<file path="src/rtl/led_pixel_blend_compositor_defines.svh">
// assertion macros shared by the compositor rtl
`ifndef LED_PIXEL_BLEND_COMPOSITOR_DEFINES_SVH
`define LED_PIXEL_BLEND_COMPOSITOR_DEFINES_SVH

// same-cycle implication, sampled on clk, off while arst_n is low
`define LBC_ASSERT_SAME(label, ante, cons) \
	label: assert property (@(posedge clk) disable iff (!arst_n) (ante) |-> (cons)) \
		else $error("lbc assertion failed");

// next-cycle implication, sampled on clk, off while arst_n is low
`define LBC_ASSERT_NEXT(label, ante, cons) \
	label: assert property (@(posedge clk) disable iff (!arst_n) (ante) |=> (cons)) \
		else $error("lbc assertion failed");

`endif

</file>
<file path="src/rtl/lbc_pkg.sv">
// types, constants and helpers shared by the compositor modules
package lbc_pkg;

	localparam int unsigned CH_W     = 8;
	localparam int unsigned NUM_CH   = 3;
	localparam int unsigned COLOR_W  = CH_W * NUM_CH;
	localparam int unsigned SUM_W    = 10;
	localparam int unsigned NUM_W    = 18;
	localparam int unsigned THIRD_W  = 16;
	localparam int unsigned RECIP_W  = 19;
	localparam int unsigned RECIP_SH = 20;

	// channel sum ceiling, three full channels
	localparam logic [SUM_W-1:0] SUM_MAX = 10'd765;
	// ceil(2^20 / 3), exact floor(n/3) for n below 2^19
	localparam logic [RECIP_W-1:0] RECIP3 = 19'd349526;

	typedef enum logic [1:0] {
		BLEND_NONE,
		BLEND_INVERT,
		BLEND_THRESH,
		BLEND_LERP
	} blend_mode_t;

	typedef enum logic [2:0] {
		CMB_MAX,
		CMB_MIN,
		CMB_AVG,
		CMB_MUL,
		CMB_ADD,
		CMB_SUB,
		CMB_REPLACE
	} combine_mode_t;

	typedef enum logic [1:0] {
		REG_BLEND,
		REG_COMBINE,
		REG_PRIMARY,
		REG_SECONDARY
	} cfg_reg_t;

	typedef struct packed {
		blend_mode_t         blend;
		combine_mode_t       combine;
		logic [COLOR_W-1:0]  primary;
		logic [COLOR_W-1:0]  secondary;
	} lbc_cfg_t;

	typedef struct packed {
		logic                valid;
		logic [COLOR_W-1:0]  target;
		logic [COLOR_W-1:0]  shaped;
	} lbc_shaped_t;

	// exact floor(x/255) for x up to 255*255
	function automatic logic [CH_W-1:0] div255(input logic [2*CH_W-1:0] x);
		logic [2*CH_W:0] t;
		t = {1'b0, x} + 17'd1 + {9'd0, x[2*CH_W-1:CH_W]};
		return t[2*CH_W-1:CH_W];
	endfunction

endpackage

</file>
<file path="src/rtl/led_pixel_blend_compositor.sv">
// top level of the led pixel blend compositor
// Streams one pixel per transfer: target_color and source_color enter on the
// input channel (in_valid / in_stall), result_color leaves on the output
// channel (out_valid / out_stall). Colours pack red in bits 7:0, green in
// 15:8 and blue in 23:16.
// Configuration goes through the write port (cfg_wr_en, cfg_index, cfg_data)
// and must be changed only while no pixel is in flight; the block does not enforce this.
// The result passes through five register stages: channel sum, lerp products,
// divide by 3, divide by 255 with source select, combine.
// Throughput is one pixel per cycle while out_stall is low; each stage holds one
// pixel and moves whenever the stage after it is empty or moving.
// When the receiver stalls, the result holds in the output register and
// upstream stages keep filling their empty slots; in_stall rises only once
// all five stages hold a pixel.
// Reset empties the pipeline and loads blend mode lerp, combine mode replace
// and black primary and secondary colours.
`include "led_pixel_blend_compositor_defines.svh"

module led_pixel_blend_compositor (
	input  logic        clk,
	input  logic        arst_n,
	input  logic        cfg_wr_en,
	input  logic [1:0]  cfg_index,
	input  logic [23:0] cfg_data,
	input  logic        in_valid,
	output logic        in_stall,
	input  logic [23:0] target_color,
	input  logic [23:0] source_color,
	output logic        out_valid,
	input  logic        out_stall,
	output logic [23:0] result_color
);
	import lbc_pkg::*;

	lbc_cfg_t    cfg;
	lbc_shaped_t shaped;
	logic        comb_ready;

	// configuration registers
	lbc_cfg_regs u_cfg (
		.clk       (clk),
		.arst_n    (arst_n),
		.cfg_wr_en (cfg_wr_en),
		.cfg_index (cfg_index),
		.cfg_data  (cfg_data),
		.cfg       (cfg)
	);

	// source shaping pipeline
	lbc_shape u_shape (
		.clk          (clk),
		.arst_n       (arst_n),
		.cfg          (cfg),
		.in_valid     (in_valid),
		.in_stall     (in_stall),
		.target_color (target_color),
		.source_color (source_color),
		.dn_ready     (comb_ready),
		.shaped       (shaped)
	);

	// combine and output register
	lbc_combine u_combine (
		.clk          (clk),
		.arst_n       (arst_n),
		.combine      (cfg.combine),
		.shaped       (shaped),
		.up_ready     (comb_ready),
		.out_valid    (out_valid),
		.out_stall    (out_stall),
		.result_color (result_color)
	);

	// input blocks only behind a stalled result
	`LBC_ASSERT_SAME(a_stall_source, in_stall, out_valid && out_stall)
	// threshold mode only yields black or one of the two colours
	`LBC_ASSERT_SAME(a_thresh_pick, shaped.valid && cfg.blend == BLEND_THRESH,
		shaped.shaped == '0 || shaped.shaped == cfg.primary || shaped.shaped == cfg.secondary)
	// a shaped pixel taken by the combine stage shows up as a result
	`LBC_ASSERT_NEXT(a_combine_fill, shaped.valid && comb_ready, out_valid)

endmodule

</file>
<file path="src/rtl/lbc_cfg_regs.sv">
// configuration register file for the compositor
module lbc_cfg_regs (
	input  logic                  clk,
	input  logic                  arst_n,
	input  logic                  cfg_wr_en,
	input  logic [1:0]            cfg_index,
	input  logic [23:0]           cfg_data,
	output lbc_pkg::lbc_cfg_t     cfg
);
	import lbc_pkg::*;

	lbc_cfg_t cfg_q;

	// register writes by index
	always_ff @(posedge clk or negedge arst_n) begin
		if (!arst_n) begin
			cfg_q.blend     <= BLEND_LERP;
			cfg_q.combine   <= CMB_REPLACE;
			cfg_q.primary   <= '0;
			cfg_q.secondary <= '0;
		end else if (cfg_wr_en) begin
			case (cfg_reg_t'(cfg_index))
				REG_BLEND:     cfg_q.blend     <= blend_mode_t'(cfg_data[1:0]);
				REG_COMBINE:   cfg_q.combine   <= combine_mode_t'(cfg_data[2:0]);
				REG_PRIMARY:   cfg_q.primary   <= cfg_data[COLOR_W-1:0];
				REG_SECONDARY: cfg_q.secondary <= cfg_data[COLOR_W-1:0];
				default:       cfg_q           <= cfg_q;
			endcase
		end
	end

	assign cfg = cfg_q;

endmodule

</file>
<file path="src/rtl/lbc_shape.sv">
// four-stage source shaping pipeline: sum, lerp products, divide by 3, divide by 255
module lbc_shape (
	input  logic                    clk,
	input  logic                    arst_n,
	input  lbc_pkg::lbc_cfg_t       cfg,
	input  logic                    in_valid,
	output logic                    in_stall,
	input  logic [23:0]             target_color,
	input  logic [23:0]             source_color,
	input  logic                    dn_ready,
	output lbc_pkg::lbc_shaped_t    shaped
);
	import lbc_pkg::*;

	// stage enables, each stage moves when empty or when the next one moves
	logic en1, en2, en3, en4;
	logic v_s1, v_s2, v_s3, v_s4;

	assign en4 = !v_s4 || dn_ready;
	assign en3 = !v_s3 || en4;
	assign en2 = !v_s2 || en3;
	assign en1 = !v_s1 || en2;
	assign in_stall = !en1;

	always_ff @(posedge clk or negedge arst_n) begin
		if (!arst_n) begin
			v_s1 <= 1'b0;
			v_s2 <= 1'b0;
			v_s3 <= 1'b0;
			v_s4 <= 1'b0;
		end else begin
			if (en1) v_s1 <= in_valid;
			if (en2) v_s2 <= v_s1;
			if (en3) v_s3 <= v_s2;
			if (en4) v_s4 <= v_s3;
		end
	end

	// stage 1: channel sum of the source
	logic [COLOR_W-1:0] target_s1, source_s1;
	logic [SUM_W-1:0]   sum_s1;
	logic [SUM_W-1:0]   sum_d1;

	assign sum_d1 = {2'b00, source_color[7:0]} + {2'b00, source_color[15:8]}
		+ {2'b00, source_color[23:16]};

	always_ff @(posedge clk) begin
		if (en1) begin
			target_s1 <= target_color;
			source_s1 <= source_color;
			sum_s1    <= sum_d1;
		end
	end

	// stage 2: non-lerp modes and lerp numerators per channel
	logic [COLOR_W-1:0] target_s2, simple_s2, simple_d2;
	logic               nz_s2;
	logic [NUM_W-1:0]   num_s2 [NUM_CH];
	logic [NUM_W-1:0]   num_d2 [NUM_CH];
	logic [SUM_W-1:0]   rest_d2;

	assign rest_d2 = SUM_MAX - sum_s1;

	always_comb begin
		case (cfg.blend)
			BLEND_NONE:   simple_d2 = source_s1;
			BLEND_INVERT: simple_d2 = (|source_s1) ? ~source_s1 : '0;
			BLEND_THRESH: begin
				if (sum_s1 == '0)
					simple_d2 = '0;
				else if ({sum_s1, 1'b0} < {1'b0, SUM_MAX})
					simple_d2 = cfg.primary;
				else
					simple_d2 = cfg.secondary;
			end
			default:      simple_d2 = '0;
		endcase
	end

	always_comb begin
		for (int k = 0; k < NUM_CH; k++) begin
			num_d2[k] = cfg.primary[k*CH_W +: CH_W] * rest_d2
				+ cfg.secondary[k*CH_W +: CH_W] * sum_s1;
		end
	end

	always_ff @(posedge clk) begin
		if (en2) begin
			target_s2 <= target_s1;
			simple_s2 <= simple_d2;
			nz_s2     <= |source_s1;
			num_s2    <= num_d2;
		end
	end

	// stage 3: divide numerators by 3 through the reciprocal
	logic [COLOR_W-1:0]     target_s3, simple_s3;
	logic                   nz_s3;
	logic [THIRD_W-1:0]     third_s3 [NUM_CH];
	logic [THIRD_W-1:0]     third_d3 [NUM_CH];
	logic [NUM_W+RECIP_W-1:0] prod_d3 [NUM_CH];

	always_comb begin
		for (int k = 0; k < NUM_CH; k++) begin
			prod_d3[k]  = num_s2[k] * RECIP3;
			third_d3[k] = prod_d3[k][RECIP_SH +: THIRD_W];
		end
	end

	always_ff @(posedge clk) begin
		if (en3) begin
			target_s3 <= target_s2;
			simple_s3 <= simple_s2;
			nz_s3     <= nz_s2;
			third_s3  <= third_d3;
		end
	end

	// stage 4: divide by 255 and pick the shaped source
	logic [COLOR_W-1:0] target_s4, shaped_s4, lerp_d4, shaped_d4;

	always_comb begin
		for (int k = 0; k < NUM_CH; k++) begin
			lerp_d4[k*CH_W +: CH_W] = div255(third_s3[k]);
		end
	end

	assign shaped_d4 = (cfg.blend == BLEND_LERP) ? (nz_s3 ? lerp_d4 : '0) : simple_s3;

	always_ff @(posedge clk) begin
		if (en4) begin
			target_s4 <= target_s3;
			shaped_s4 <= shaped_d4;
		end
	end

	assign shaped.valid  = v_s4;
	assign shaped.target = target_s4;
	assign shaped.shaped = shaped_s4;

endmodule

</file>
<file path="src/rtl/lbc_combine.sv">
// combine stage: merges the shaped source with the target and holds the result
module lbc_combine (
	input  logic                    clk,
	input  logic                    arst_n,
	input  lbc_pkg::combine_mode_t  combine,
	input  lbc_pkg::lbc_shaped_t    shaped,
	output logic                    up_ready,
	output logic                    out_valid,
	input  logic                    out_stall,
	output logic [23:0]             result_color
);
	import lbc_pkg::*;

	logic               valid_s5;
	logic [COLOR_W-1:0] result_s5;
	logic [COLOR_W-1:0] result_d5;
	logic               en5;

	assign en5      = !valid_s5 || !out_stall;
	assign up_ready = en5;

	// per channel merge, replace acts on the whole word
	always_comb begin
		logic [CH_W-1:0]   a, b;
		logic [CH_W:0]     s;
		logic [2*CH_W-1:0] p;
		result_d5 = '0;
		for (int k = 0; k < NUM_CH; k++) begin
			a = shaped.target[k*CH_W +: CH_W];
			b = shaped.shaped[k*CH_W +: CH_W];
			s = {1'b0, a} + {1'b0, b};
			p = a * b;
			case (combine)
				CMB_MAX: result_d5[k*CH_W +: CH_W] = (a > b) ? a : b;
				CMB_MIN: result_d5[k*CH_W +: CH_W] = (a < b) ? a : b;
				CMB_AVG: result_d5[k*CH_W +: CH_W] = s[CH_W:1];
				CMB_MUL: result_d5[k*CH_W +: CH_W] = div255(p);
				CMB_ADD: result_d5[k*CH_W +: CH_W] = s[CH_W] ? '1 : s[CH_W-1:0];
				CMB_SUB: result_d5[k*CH_W +: CH_W] = (a > b) ? (a - b) : '0;
				default: result_d5[k*CH_W +: CH_W] = (|shaped.shaped)
					? b : a;
			endcase
		end
	end

	// output register
	always_ff @(posedge clk or negedge arst_n) begin
		if (!arst_n) begin
			valid_s5 <= 1'b0;
		end else if (en5) begin
			valid_s5 <= shaped.valid;
		end
	end

	always_ff @(posedge clk) begin
		if (en5) begin
			result_s5 <= result_d5;
		end
	end

	assign out_valid    = valid_s5;
	assign result_color = result_s5;

endmodule

</file>
<file path="config.mk">
export PLATFORM = sky130hd
export DESIGN_NAME = led_pixel_blend_compositor
export DESIGN_NICKNAME = d
export VERILOG_FILES = /design/src/rtl/lbc_pkg.sv /design/src/rtl/led_pixel_blend_compositor.sv /design/src/rtl/lbc_cfg_regs.sv /design/src/rtl/lbc_shape.sv /design/src/rtl/lbc_combine.sv
export VERILOG_INCLUDE_DIRS = /design/src /design/src/rtl
export SDC_FILE = /design/constraint.sdc
export NUM_CORES = 2
export LEC_CHECK = 0
export BUFFER_PORTS_ARGS = -buffer_cell sky130_fd_sc_hd__buf_4
export CORE_UTILIZATION = 60
export CTS_CLUSTER_DIAMETER = 50
export CTS_CLUSTER_SIZE = 10
export DETAILED_ROUTE_END_ITERATION = 10
export PLACE_DENSITY = 0.77
export SYNTH_ARGS = -nofsm -noshare
export SYNTH_HDL_FRONTEND = slang
export SYNTH_SLANG_ARGS = --single-unit
</file>
<file path="constraint.sdc">
create_clock -name clk -period 21.1 [get_ports clk]
set_input_delay 1.055 -clock clk [delete_from_list [all_inputs] [get_ports clk]]
set_output_delay 1.055 -clock clk [all_outputs]
set_load 0.01 [all_outputs]
</file>
Word level (Yosys, flattened, before mapping)
Index checks and enable logic that the tools add are counted.
W data, S select, Z words.
- input bits: 79
- logic and storage cells: 128
- flip-flop bits (word level): 388
- output and inout port bits: 26
- magnitude comparators: 7
- reduce and logical (&&, ||, !) cells: 22
- muxes and demuxes: 24
- add/subtract/negate cells: 24
- bitwise gates (word level): 1
- equality and inequality tests: 11
- multiply operators: 12
- operators with widths (operator ; number):
    $pmux W8 S6 ; 3
    $mux W24 ; 5
    $mux W8 ; 15
    $mul A8 B10 Y18 ; 6
    $mul A18 B18 Y35 const B ; 3
    $add A16 B1 Y16 const B ; 6
    $add A16 B8 Y16 ; 6
    $pmux W24 S3 ; 1
    $add A18 B18 Y18 ; 3
    $mul A8 B8 Y16 ; 3
    $reduce_or A24 Y1 ; 2
    $add A8 B8 Y9 ; 4
    $gt A8 B8 Y1 ; 3
    $lt A8 B8 Y1 ; 3
    $not A24 Y24 ; 1
    $sub A8 B8 Y8 ; 3
    $lt A11 B10 Y1 const B ; 1
    $add A10 B8 Y10 ; 1
    $logic_not A10 Y1 ; 1
    $sub A10 B10 Y10 const A ; 1
    $eq A2 B2 Y1 const B ; 4
    $reduce_and A2 Y1 ; 4
    $logic_not A1 Y1 ; 7
    $eq A3 B2 Y1 const B ; 2
    6 further kinds ; 13

Longest topological paths before layout
- depth in word-level cells: 7
- mapped depth: 26
- gate-level depth less buffers: 25

Modules after synthesis
Synthesis repeated with hierarchy kept, for this count alone.
- cells, all modules: 5838
- area total of the unflattened synthesis: 58760.1 sq um
- by module, submodules not included (module ; times used ; sequential area each (sq um) ; area an instance (sq um) ; cells an instance):
    lbc_shape ; 1 ; 9288.9 ; 44591.5 ; 4243
    lbc_combine ; 1 ; 745.7 ; 11992.8 ; 1481
    lbc_cfg_regs ; 1 ; 1331.3 ; 2175.8 ; 114

Worst setup path before layout
No wires, ideal clock.
- path kind: reg2reg
- start: register u_shape.sum_s1[5]
- end: register u_shape.num_s2[17] (netlist name), data pin
- period minus slack after synthesis: 6.602 ns
- buffers on the path: 2
- setup time: 0.260 ns
- setup slack: 14.498 ns
- data required time: 20.840 ns
- cell stages (with the launch flop): 25
- arrival time: 6.342 ns
- cell sequence: edfxtp_1 -> clkbuf_1 -> and3_1 -> and2_1 -> a31oi_1 -> xor2_1 -> clkbuf_1 -> nand2_1 -> fa_1 -> inv_1 -> fa_1 -> fa_1 -> inv_1 -> fa_1 -> fa_1 -> inv_1 -> fa_1 -> ha_1 -> nand3_1 -> nand2_1 -> a41o_1 -> o41ai_1 -> o2111ai_1 -> a21oi_1 -> xnor2_1
- RTL lines (what ; line ; text):
    start: declaration ; lbc_shape.sv:41 ; logic [SUM_W-1:0] sum_s1;
    start signal: assignment ; lbc_shape.sv:51 ; sum_s1 <= sum_d1;
    end signal: assignment ; lbc_shape.sv:92 ; num_s2 <= num_d2;
    end: declaration ; lbc_shape.sv:58 ; logic [NUM_W-1:0] num_s2 [NUM_CH];

==> summary.md <==
| Metric | Value |
|---|---|
| Outcome | completed |
| Syn-to-layout area delta | 6.44% |
| Post-synth ARST share | 14.9% |
| Post-synth top flop | edfxtp_1 |
| Sum Neg Setup Slack | 0 ns |
| Number of global-route vias before repair | 41900 |
| Clock-pin slew reported for the worst setup and hold paths after clock tree synthesis | 0.06 ns |
| IO Pins | 105 |
| CP Class | flip-flop to flip-flop |
| Routed Antenna Nets | 0 |
| YS warnings | 0 |
| RSZ-0062 raised after global routing | false |
| CTS Hold Bufs | 0 |
| Worst Reg-to-Reg Cells | 24 |
| TritonCTS clock tree | built |
| Total Routing Usage GR | 28.6% |
| Reg-to-reg setup timing slack | 13.39 ns |
| Worst Clk Skew | 0.0726 ns |
| Inserted Clock Buffers | 55 |
| Final wirelength | 134000 um |
| Via count | 39500 |
| Hold crit path type | flip-flop to flip-flop |
| Startpoint types | flip-flop |
| Fillers | 7400 |
| Mapped Area | 0.0574 sq mm |
| Worst Path Max Fanout | 17 |
| Chip width | 311 um |
| Fmax | 130 MHz |
| RR Endpoint | u_shape.num_s2[17]$_DFFE_PP_ |
| Post-CTS Setup Repair Bufs | 0 |
| First-pass GRT wire length | 219000 um |
| Reg2reg start | u_shape.sum_s1[3]$_DFFE_PN_ |
| Crit path cell chain | buf_4 > and3_1 > and2_1 > nand4_1 > xnor2_2 > buf_4 > nand2_1 > fa_1 > inv_1 > fa_1 > fa_1 > inv_1 > fa_1 > fa_1 > inv_1 > fa_1 > ha_1 > nand3_1 > nand2_1 > a41o_1 > o41ai_1 > o2111ai_1 > a21oi_1 > xnor2_1 |
| Unique masters post-synth | 98 |
| Latest clock arrival within the worst-skew pair | 0.66 ns |
| Critical path's largest stage delay | 0.61 ns |
| Hold Vio Cnt, Final | 0 |
| Post-layout net count | 7407 |
| Register area share after synthesis | 19.8% |
| Initial DRC Count | 2753 |
| RePlAce Congestion | 0.954 |
| Largest Register | u_shape.num_s2 |
| Die height | 311 um |
| Hold Slack | 0.396 ns |
| Seq cells post-synth | 388 |
| Max reg flops | 54 |
| Max H-tree Level | 2 |
| Total of max-cap violations | 0 |
| Hold Path Cell Cnt | 0 |
| Drt via density | 5.67 |
| Cell family with the largest share of critical-path delay | adder cells |
| Final setup vio count | 0 |
| Worst-Margin Slew | 1.18 ns |
| Min Tclk post-route | 7.71 ns |
| # resized after CTS | 0 |
| WL per Instance | 19.2 um |
| Area of the core | 0.0949 sq mm |
| WP buf/inv | 5 |
| Largest net degree at the start of global routing | 69 |
| Die ar. | 0.0970 sq mm |
| Syn Inst Count | 5636 |
| CP max stage cell | edfxtp_1 |
| Hold Path End | u_shape.simple_s3[13]$_DFFE_PP_ |
| Data required, critical path | 21.43 ns |
| Clock Sinks | 388 |
| WP data arrival | 8.04 ns |
| Post-synth EDFFs | 330 |
| Share of cells above drive strength 1 | 5.51% |
| Initial core utilization | 60.6% |
| Final slew viol count | 0 |
| Initial antenna violation count | 1 |
| # rows | 113 |
| Critical hold path startpoint | u_shape.simple_s2[13]$_DFFE_PP_ |
| CTS Root Cell | clkbuf_16 |
| Overall overflow remaining after global route | 0 |
| Clock Tree Buf Depth | 3 |
| TritonRoute pass-1 iters | 6 |
| Most used cell along the critical path | fa_1 |
| Final HPWL from detailed placement | 109000 um |
| Period utilization | 36.6% |
| Syn_area_per_cell | 10.2 sq um |
| Crit path capture type | flip-flop |
| Worst slew margin | 21.3% |
| DRC viols | 0 |
| IO Port Bufs | 104 |
-- worst max-delay path by stage --
stage | start | endpoint | slack [ns] | depth (start not counted)
6_report | u_shape.sum_s1[3]$_DFFE_PN_ | u_shape.num_s2[17]$_DFFE_PP_ | 13.39 | 24
5_1_grt | u_shape.sum_s1[3]$_DFFE_PN_ | u_shape.num_s2[17]$_DFFE_PP_ | 13.16 | 24
4_1_cts | u_shape.sum_s1[3]$_DFFE_PN_ | u_shape.num_s2[17]$_DFFE_PP_ | 13.50 | 24
3_5_place_dp | u_shape.sum_s1[3]$_DFFE_PN_ | u_shape.num_s2[17]$_DFFE_PP_ | 13.57 | 24
3_3_place_gp | u_shape.sum_s1[3]$_DFFE_PN_ | u_shape.num_s2[17]$_DFFE_PP_ | 13.77 | 24
2_1_floorplan | u_shape.sum_s1[5]$_DFFE_PN_ | u_shape.num_s2[17]$_DFFE_PP_ | 14.50 | 24
-- cells in the mapped netlist (52+ instances only) --
master / count / area, sq um
clkbuf_1: 166 / 623
mux2_2: 56 / 631
nor2_1: 116 / 435
dfrtp_1: 54 / 1350
inv_1: 1274 / 4780
xnor2_1: 145 / 1270
fa_1: 818 / 16400
xor2_1: 71 / 622
a21oi_1: 169 / 846
o21ai_0: 101 / 505
a21o_1: 52 / 390
nand2_1: 341 / 1280
edfxtp_1: 330 / 9910
and2_1: 392 / 2450
ha_1: 857 / 10700
-- worst register-to-register path, delay by kind of cell, from the launching register on --
kind                       cells  cell delay [ns]
xor gates and xnor gates       2             0.55
DFF                            1             0.61
AOI/OAI and AO/OA              4             1.23
and+or+nand+nor                6             0.86
adders and majority gates      7             3.31
buffers and inverters          5             0.82
-- layout make-up --
type                       count  area, sq um  area share (%)
inverter                    1276         4790            7.83
multi-input combinational   3802        40700            66.6
antenna                        1         2.50         0.00409
clock buffer                  83         1510            2.47
clock inverter                19          180           0.295
timing repair buffer         130          976            1.60
tap                         1265         1580            2.59
sequential                   388        11400            18.6
-- cells by family (layout without fill, tap and decap cells) --
group / after synthesis / in the layout / synth area share (%)
xor gates and xnor gates: 221 / 221 / 3.48
adders and majority gates: 1679 / 1679 / 47.2
and+or+nand+nor: 1169 / 1169 / 10.7
DFF: 388 / 388 / 19.8
other: 1 / 4 / 0.00653
AOI/OAI and AO/OA: 623 / 623 / 7.33
muxes: 107 / 107 / 1.99
buffers and inverters: 1448 / 1508 / 9.46
-- placed cells by master, fill, tap and decap left out, drive strengths merged, types with 16 or more instances in the layout --
cell	count
nor2	117
o21bai	43
nand2b	44
nand2	341
buf	130
nor2b	48
xnor2	146
o31ai	17
a211oi	33
dfrtp	54
nor4	25
a21oi	170
inv	1281
o221ai	40
clkbuf	83
o21ai	111
mux2i	51
or3	20
fa	818
edfxtp	330
and2	392
ha	857
xor2	71
nor3	46
nand3	51
mux2	56
nand4	16
o21a	36
a21o	53
-- routing by layer --
| metal | GRT usage [%] | up-vias | routed length, um |
|---|---|---|---|
| li1 | - | 18100 | - |
| met1 | 38.1 | 19800 | 56000 |
| met2 | 47.6 | 1268 | 64000 |
| met3 | 4.34 | 276 | 9200 |
| met4 | 9.94 | 0 | 4750 |
| met5 | 0 | - | 0 |
-- through the flow --
stage / worst slack [ns] / std cells / utilization, % / cell area (sq um)
floorplan: 14.50 / 5638 / - / 57500
global placement: 13.77 / 6861 / 62.7 / 59500
detailed placement: 13.57 / 6861 / 62.7 / 59500
CTS: 13.50 / 6963 / 64.5 / 61100
global route: 13.16 / 6964 / 64.5 / 61100
finish: 13.39 / 6964 / 64.5 / 61100
Power is not shown: default switching activity piles up to over one toggle a cycle in this logic, so the estimate is an artifact.
